--- config.mk ---
export PLATFORM = sky130hd
export DESIGN_NAME = stable_min_priority_queue_flat
export DESIGN_NICKNAME = d
export VERILOG_FILES = /design/src/rtl/spq_pkg.sv /design/src/rtl/spq_in_if.sv /design/src/rtl/spq_out_if.sv /design/src/rtl/spq_cell.sv /design/src/rtl/stable_min_priority_queue.sv /design/src/flat_wrapper.sv
export SDC_FILE = /design/constraint.sdc
export NUM_CORES = 2
export LEC_CHECK = 0
export ABC_AREA = 1
export CORE_MARGIN = 2
export CORE_UTILIZATION = 55
export DETAILED_ROUTE_END_ITERATION = 10
export DONT_BUFFER_PORTS = 1
export PLACE_DENSITY = 0.73
export SLEW_MARGIN = 20
export SYNTH_ARGS = -nofsm -noshare
export SYNTH_HDL_FRONTEND = slang
export SYNTH_SLANG_ARGS = --single-unit
--- constraint.sdc ---
create_clock -name clk -period 3 [get_ports clk]
set_input_delay 0.45 -clock clk [delete_from_list [all_inputs] [get_ports clk]]
set_output_delay 0.45 -clock clk [all_outputs]
set_load 0.02 [all_outputs]
--- src/rtl/spq_pkg.sv ---
package spq_pkg;

    localparam int CAPACITY_DEFAULT = 16;

    localparam int DATA_W = 32;
    localparam int PRI_W  = 16;
    localparam int CMD_W  = 2;
    localparam int STAT_W = 2;
    localparam int OCC_W  = 5;

    // command codes
    localparam logic [CMD_W-1:0] CMD_ENQUEUE = 2'd0;
    localparam logic [CMD_W-1:0] CMD_DEQUEUE = 2'd1;
    localparam logic [CMD_W-1:0] CMD_PEEK    = 2'd2;

    // status codes
    localparam logic [STAT_W-1:0] ST_OK        = 2'd0;
    localparam logic [STAT_W-1:0] ST_UNDERFLOW = 2'd1;
    localparam logic [STAT_W-1:0] ST_OVERFLOW  = 2'd2;

    // one stored entry
    typedef struct packed {
        logic signed [DATA_W-1:0] data;
        logic signed [PRI_W-1:0]  rank;
    } entry_t;

    // control broadcast to every cell of the chain
    typedef struct packed {
        logic   push;
        logic   pop;
        entry_t item;
    } spq_ctl_t;

endpackage

--- src/rtl/spq_in_if.sv ---
interface spq_in_if;
    logic                                valid;
    logic                                ready;
    logic [spq_pkg::CMD_W-1:0]           command;
    logic signed [spq_pkg::DATA_W-1:0]   in_data;
    logic signed [spq_pkg::PRI_W-1:0]    in_priority;

    modport source (output valid, command, in_data, in_priority, input ready);
    modport sink   (input valid, command, in_data, in_priority, output ready);
endinterface

--- src/rtl/spq_out_if.sv ---
interface spq_out_if;
    logic                                valid;
    logic                                ready;
    logic [spq_pkg::STAT_W-1:0]          status;
    logic signed [spq_pkg::DATA_W-1:0]   out_data;
    logic signed [spq_pkg::PRI_W-1:0]    out_priority;
    logic [spq_pkg::OCC_W-1:0]           occupancy;

    modport source (output valid, status, out_data, out_priority, occupancy,
                    input ready);
    modport sink   (input valid, status, out_data, out_priority, occupancy,
                    output ready);
endinterface

--- src/rtl/spq_cell.sv ---
module spq_cell (
    input  logic              clk,
    input  logic              rst_n,
    input  spq_pkg::spq_ctl_t ctl,
    input  spq_pkg::entry_t   left_entry,
    input  logic              left_valid,
    input  logic              left_gt,
    input  spq_pkg::entry_t   right_entry,
    input  logic              right_valid,
    output spq_pkg::entry_t   entry,
    output logic              valid,
    output logic              gt
);

    spq_pkg::entry_t entry_reg, entry_next;
    logic            valid_reg, valid_next;

    // empty slot or strictly larger rank: new item goes at or before here
    assign gt = !valid_reg || (entry_reg.rank > ctl.item.rank);

    // shift right on insert, shift left on remove
    always_comb
    begin
        entry_next = entry_reg;
        valid_next = valid_reg;
        if (ctl.push && gt)
        begin
            if (left_gt)
            begin
                entry_next = left_entry;
                valid_next = left_valid;
            end
            else
            begin
                entry_next = ctl.item;
                valid_next = 1'b1;
            end
        end
        else if (ctl.pop)
        begin
            entry_next = right_entry;
            valid_next = right_valid;
        end
    end

    always_ff @(posedge clk or negedge rst_n)
    begin
        if (!rst_n)
            valid_reg <= 1'b0;
        else
            valid_reg <= valid_next;
    end

    always_ff @(posedge clk)
    begin
        entry_reg <= entry_next;
    end

    assign entry = entry_reg;
    assign valid = valid_reg;

endmodule

--- src/rtl/stable_min_priority_queue.sv ---
// Stable minimum priority queue, sorted chain of CAPACITY cells.
// req channel (sink): command, in_data, in_priority. Enqueue inserts the word
//   after every stored entry of equal or smaller priority; dequeue removes and
//   returns the head; peek returns the head and keeps it. Code 3 is a no-op.
// rsp channel (source): status, out_data, out_priority, occupancy; one word
//   for every accepted request. Underflow on dequeue/peek of an empty queue,
//   overflow (word dropped) on enqueue into a full queue.
// Latency: the response is registered and valid the cycle after acceptance.
// Throughput: one request per cycle while the response register is empty or being
//   taken; every cell compares its rank with the new priority in parallel and
//   shifts toward its neighbor in the same cycle.
// Stall: the response register holds while rsp.ready is low; req.ready stays
//   high as long as the response register is empty or being taken.
// Reset: all cell valid bits and the count clear, queue is empty, no
//   response pending. Payload registers are not reset.
module stable_min_priority_queue #(
    parameter int CAPACITY = spq_pkg::CAPACITY_DEFAULT
) (
    input  logic      clk,
    input  logic      rst_n,
    spq_in_if.sink    req,
    spq_out_if.source rsp
);

    localparam int CNT_W = $clog2(CAPACITY + 1);

    spq_pkg::spq_ctl_t ctl;
    spq_pkg::entry_t   cell_entry [CAPACITY];
    logic [CAPACITY-1:0] cell_valid;
    logic [CAPACITY-1:0] cell_gt;

    logic [CNT_W-1:0] count_reg, count_next;
    logic             accept, full, empty;

    logic                                rsp_valid_reg;
    logic [spq_pkg::STAT_W-1:0]          status_reg, status_next;
    logic signed [spq_pkg::DATA_W-1:0]   data_reg, data_next;
    logic signed [spq_pkg::PRI_W-1:0]    pri_reg, pri_next;
    logic [spq_pkg::OCC_W-1:0]           occ_reg, occ_next;

    assign req.ready = !rsp_valid_reg || rsp.ready;
    assign accept    = req.valid && req.ready;
    assign full      = (count_reg == CNT_W'(CAPACITY));
    assign empty     = (count_reg == '0);

    // decode command into chain control
    always_comb
    begin
        ctl.push      = accept && (req.command == spq_pkg::CMD_ENQUEUE) && !full;
        ctl.pop       = accept && (req.command == spq_pkg::CMD_DEQUEUE) && !empty;
        ctl.item.data = req.in_data;
        ctl.item.rank = req.in_priority;
    end

    // cell chain, head at index 0
    for (genvar i = 0; i < CAPACITY; i++)
    begin : g_cell
        spq_pkg::entry_t l_entry, r_entry;
        logic            l_valid, l_gt, r_valid;

        if (i == 0)
        begin : g_head
            assign l_entry = ctl.item;
            assign l_valid = 1'b0;
            assign l_gt    = 1'b0;
        end
        else
        begin : g_mid
            assign l_entry = cell_entry[i-1];
            assign l_valid = cell_valid[i-1];
            assign l_gt    = cell_gt[i-1];
        end

        if (i == CAPACITY - 1)
        begin : g_tail
            assign r_entry = ctl.item;
            assign r_valid = 1'b0;
        end
        else
        begin : g_body
            assign r_entry = cell_entry[i+1];
            assign r_valid = cell_valid[i+1];
        end

        spq_cell u_cell (
            .clk         (clk),
            .rst_n       (rst_n),
            .ctl         (ctl),
            .left_entry  (l_entry),
            .left_valid  (l_valid),
            .left_gt     (l_gt),
            .right_entry (r_entry),
            .right_valid (r_valid),
            .entry       (cell_entry[i]),
            .valid       (cell_valid[i]),
            .gt          (cell_gt[i])
        );
    end

    // occupancy and response word
    always_comb
    begin
        count_next  = count_reg;
        status_next = spq_pkg::ST_OK;
        data_next   = '0;
        pri_next    = '0;
        case (req.command)
            spq_pkg::CMD_ENQUEUE:
            begin
                if (full)
                    status_next = spq_pkg::ST_OVERFLOW;
                else
                    count_next = count_reg + 1'b1;
            end
            spq_pkg::CMD_DEQUEUE, spq_pkg::CMD_PEEK:
            begin
                if (empty)
                    status_next = spq_pkg::ST_UNDERFLOW;
                else
                begin
                    data_next = cell_entry[0].data;
                    pri_next  = cell_entry[0].rank;
                    if (req.command == spq_pkg::CMD_DEQUEUE)
                        count_next = count_reg - 1'b1;
                end
            end
            default:
            begin
                count_next = count_reg;
            end
        endcase
        occ_next = spq_pkg::OCC_W'(count_next);
    end

    always_ff @(posedge clk or negedge rst_n)
    begin
        if (!rst_n)
        begin
            count_reg     <= '0;
            rsp_valid_reg <= 1'b0;
        end
        else
        begin
            if (accept)
                count_reg <= count_next;
            if (accept)
                rsp_valid_reg <= 1'b1;
            else if (rsp.ready)
                rsp_valid_reg <= 1'b0;
        end
    end

    always_ff @(posedge clk)
    begin
        if (accept)
        begin
            status_reg <= status_next;
            data_reg   <= data_next;
            pri_reg    <= pri_next;
            occ_reg    <= occ_next;
        end
    end

    assign rsp.valid        = rsp_valid_reg;
    assign rsp.status       = status_reg;
    assign rsp.out_data     = data_reg;
    assign rsp.out_priority = pri_reg;
    assign rsp.occupancy    = occ_reg;

`ifndef SYNTHESIS
    // valid cells match the count
    a_count_matches: assert property (@(posedge clk) disable iff (!rst_n)
        $countones(cell_valid) == int'(count_reg))
        else $error("cell valid bits disagree with count");

    // head two entries stay ordered
    a_head_order: assert property (@(posedge clk) disable iff (!rst_n)
        cell_valid[1] |-> (cell_entry[0].rank <= cell_entry[1].rank))
        else $error("chain head out of order");

    // dequeue of a non-empty queue shrinks it by one
    a_pop_count: assert property (@(posedge clk) disable iff (!rst_n)
        ctl.pop |=> (count_reg == $past(count_reg) - 1'b1))
        else $error("dequeue did not decrement count");

    // enqueue into a full queue reports overflow and keeps count
    a_overflow: assert property (@(posedge clk) disable iff (!rst_n)
        (accept && req.command == spq_pkg::CMD_ENQUEUE && full) |=>
        (rsp.status == spq_pkg::ST_OVERFLOW && $stable(count_reg)))
        else $error("overflow not reported");
`endif

endmodule

--- src/flat_wrapper.sv ---
// flat-port wrapper written by rule: the top's interface ports become plain ports
module stable_min_priority_queue_flat 
#(
    parameter int CAPACITY = spq_pkg::CAPACITY_DEFAULT
)
  (clk, rst_n, req_valid, req_command, req_in_data, req_in_priority, req_ready, rsp_valid, rsp_status, rsp_out_data, rsp_out_priority, rsp_occupancy, rsp_ready);
  spq_in_if req_i ();
  spq_out_if rsp_i ();
  input  logic clk;
  input  logic rst_n;
  input wire logic [$bits(req_i.valid)-1:0] req_valid;
  input wire logic [$bits(req_i.command)-1:0] req_command;
  input wire logic [$bits(req_i.in_data)-1:0] req_in_data;
  input wire logic [$bits(req_i.in_priority)-1:0] req_in_priority;
  output wire logic [$bits(req_i.ready)-1:0] req_ready;
  output wire logic [$bits(rsp_i.valid)-1:0] rsp_valid;
  output wire logic [$bits(rsp_i.status)-1:0] rsp_status;
  output wire logic [$bits(rsp_i.out_data)-1:0] rsp_out_data;
  output wire logic [$bits(rsp_i.out_priority)-1:0] rsp_out_priority;
  output wire logic [$bits(rsp_i.occupancy)-1:0] rsp_occupancy;
  input wire logic [$bits(rsp_i.ready)-1:0] rsp_ready;
  assign req_i.valid = req_valid;
  assign req_i.command = req_command;
  assign req_i.in_data = req_in_data;
  assign req_i.in_priority = req_in_priority;
  assign req_ready = req_i.ready;
  assign rsp_valid = rsp_i.valid;
  assign rsp_status = rsp_i.status;
  assign rsp_out_data = rsp_i.out_data;
  assign rsp_out_priority = rsp_i.out_priority;
  assign rsp_occupancy = rsp_i.occupancy;
  assign rsp_i.ready = rsp_ready;
  stable_min_priority_queue #(.CAPACITY(CAPACITY)) u_core (.clk(clk), .rst_n(rst_n), .req(req_i), .rsp(rsp_i));
endmodule
==> reports/results.ini <==
[worst_setup_path]
end_kind=flop
cp.arrival_ps=3130
r2r_slack_ps=290
cp_slowest_stage_delay_ps=430
required_ps=3420
critPathCapture=u_core.g_cell[11].u_cell.entry[32]$_DFFE_PP_
critPathSlowestCell=edfxtp_1
regToRegStartpoint=u_core.g_cell[11].u_cell.entry[11]$_DFFE_PP_
crit_path_start=u_core.g_cell[11].u_cell.entry[11]$_DFFE_PP_
r2r-end=u_core.g_cell[11].u_cell.entry[32]$_DFFE_PP_
critPathKind=flop to flop
crit_top_cell=nand2_1
worstPathCellList=ha_1 > a21oi_1 > o21ai_0 > a21oi_1 > nand3b_1 > nand2_1 > nand2_1 > nand2_1 > nand2_1 > buf_4 > nand2_1 > nand2_1
crit_buf_inv=1
cp_max_fo=29
crit_cells=12
reg2reg_depth=12
start_kind=flop
cp_top_family=simple AND/OR/NAND/NOR gates

[logic_synthesis]
yosysWarnings=0
ys_types=33
synth_cells=6821
ys_seq_area_frac=0.4830
synth.top_cell.area_share=0.4724
synth_seq_cells=845
syn_area_um2=52310
synth_area_leaders=edfxtp_1 (47%), nand2_1 (25%), nand3_1 (9.5%)
synth_nets=7136
yosysTopAreaCell=edfxtp_1
syn_area_per_cell_um2=7.669

[detailed_routing]
wl_per_cell_um=17.06
drt-initial-drc-count=4933
viasPerCell=5.452
wl_um=137800
drc=0
routed-via-count=44060
dr.pass1.iters=8
ant_nets=0

[run]
drv_cap=0

[clocking]
hold_buffers=50
ctsResizeCount=0
clk_path_buf_depth=3
clock_latency_ps=680
cts_tree=yes
worst_setup_hold_path_clk_slew_ps=60
cts-root-buf=clkbuf_16
clock-sinks=845
postCtsSetupRepairBufs=0
cts_made_buffers=97
htreeDepth=3

[grt]
grt-ovfl-total=0
grt_start_max_net_pins=65
grt_antenna_before_repair=0
grtUsageTotal=0.2778
grt_pass1_wl_um=221400
grt_pass1_vias=41310

[sta]
finalCritPeriodShare=0.9027
finalMaxSlewViolations=0
relSlewSlack=0.4163
max_freq_mhz=369.3
hold_violations=0
worstMarginPinSlew_ps=874.4
rsz0062_at_grt=false
setup_ws_ps=292.0
layout_min_cycle_time_ps=2708
fin_skew_ps=16.94
finalSetupViolCount=0
tns_ps=0

[pwr]
p_leak_nw=28.02
power_density_nw_per_um2=673.1
power_w=0.03923
vdd_drop_max_v=0.0005003

[finish]
nets=7051
syn_to_final_growth_pct=11.41
layout_common_cells=nand2_1 (3,461), nand3_1 (990), edfxtp_1 (823), inv_1 (358), ha_1 (261)
largest_reg_flops=768
utilization=0.6161
drive_above_1_share=0.05869
final_area_um2=58280
layout_commonest_cell=nand2_1
fillers=8151

[floorplanning]
row_count=113
coreArea_um2=94590
io_pins=111
start_util=0.5530
die_h_um=312.4
die-area_um2=97590
die_w_um=312.4

[placed_design]
placed_area_um2=54770
gp_congestion=0.8807
dp_slack_ps=-42.90
port_buffers=0
dp_hpwl_um=103800

[hold_path]
hold_depth=4
hold_class=input port to flop

[run_status]
status=complete, no violations

## worst min-delay path by stage
stage	startpoint	slack, ps	to
2_1_floorplan	rst_n	150	u_core.count_reg[0]$_DFFE_PN0P_
3_3_place_gp	rst_n	160	u_core.rsp.valid$_DFFE_PN0P_
3_5_place_dp	rst_n	160	u_core.rsp.valid$_DFFE_PN0P_
4_1_cts	req_in_priority[4]	40	u_core.g_cell[6].u_cell.entry[4]$_DFFE_PP_
5_1_grt	req_in_data[10]	80	u_core.g_cell[14].u_cell.entry[26]$_DFFE_PP_
6_report	req_in_data[20]	80	u_core.g_cell[8].u_cell.entry[36]$_DFFE_PP_
## synthesized netlist by cell type, drive strengths merged
library cell and number:
o21ai 96, ha 261, nor2 134, xor2 3, o221ai 1, nor3 13, nor4 1, inv 366
buf 271, o21bai 10, nand3 997, dfrtp 22, clkbuf 179, nand3b 18, clkinv 2, o41ai 1
a21oi 107, nand4 11, o21a 7, a21o 10, edfxtp 823, nand2 3486, o22ai 1, or2 1
## worst reg2reg max path: cells and delay by family (launching register included)
kind	cells	cell delay (ps)
buf+inv	1	280
simple gates	7	870
compound gates	3	560
flops	1	430
fa+ha+maj	1	330
## metal layers
layer | vias to the layer above | GRT usage | wire length (µm)
met5 | - | 0 | 0
met4 | 0 | 0.07069 | 2942
met3 | 207 | 0.03324 | 11620
met2 | 1826 | 0.4229 | 59100
met1 | 19960 | 0.4216 | 64160
li1 | 22070 | - | -
## through the flow
| stage | instances | hold slack [ps] |
|---|---|---|
| final | 8081 | 79.29 |
| after global routing | 8080 | 76.44 |
| after CTS | 8080 | 37.23 |
| after detailed placement | 7852 | 155.2 |
| after global placement | 7852 | 155.2 |
| after floorplan | 6821 | 154.4 |
## logic make-up after synthesis
family / Yosys count / share of synthesized area
buf+inv: 818 / 0.06771
simple gates: 4661 / 0.3617
xor+xnor: 3 / 0.0005024
compound gates: 233 / 0.02468
fa+ha+maj: 261 / 0.06243
flops: 845 / 0.4830
## power breakdown
| group | total (W) | leakage (nW) | switching (W) | internal, W |
|---|---|---|---|---|
| sequential | 0.0161 | 7.88 | 0.00110 | 0.0150 |
| clock | 0.0114 | 1.46 | 0.00480 | 0.00659 |
| combinational | 0.0118 | 18.7 | 0.00784 | 0.00394 |
## layout make-up
type	count	area (µm²)	share of cell area
Tap cell	1265	1583	0.02716
Timing Repair Buffer	266	3308	0.05677
Clock buffer	130	2656	0.04558
Inverter	368	1389	0.02383
Clock inverter	48	341.6	0.005861
Antenna cell	1	2.502	0.00004294
Multi-Input combinational cell	5158	23730	0.4072
Sequential cell	845	25270	0.4335
Power figures use the tool's default switching activity.
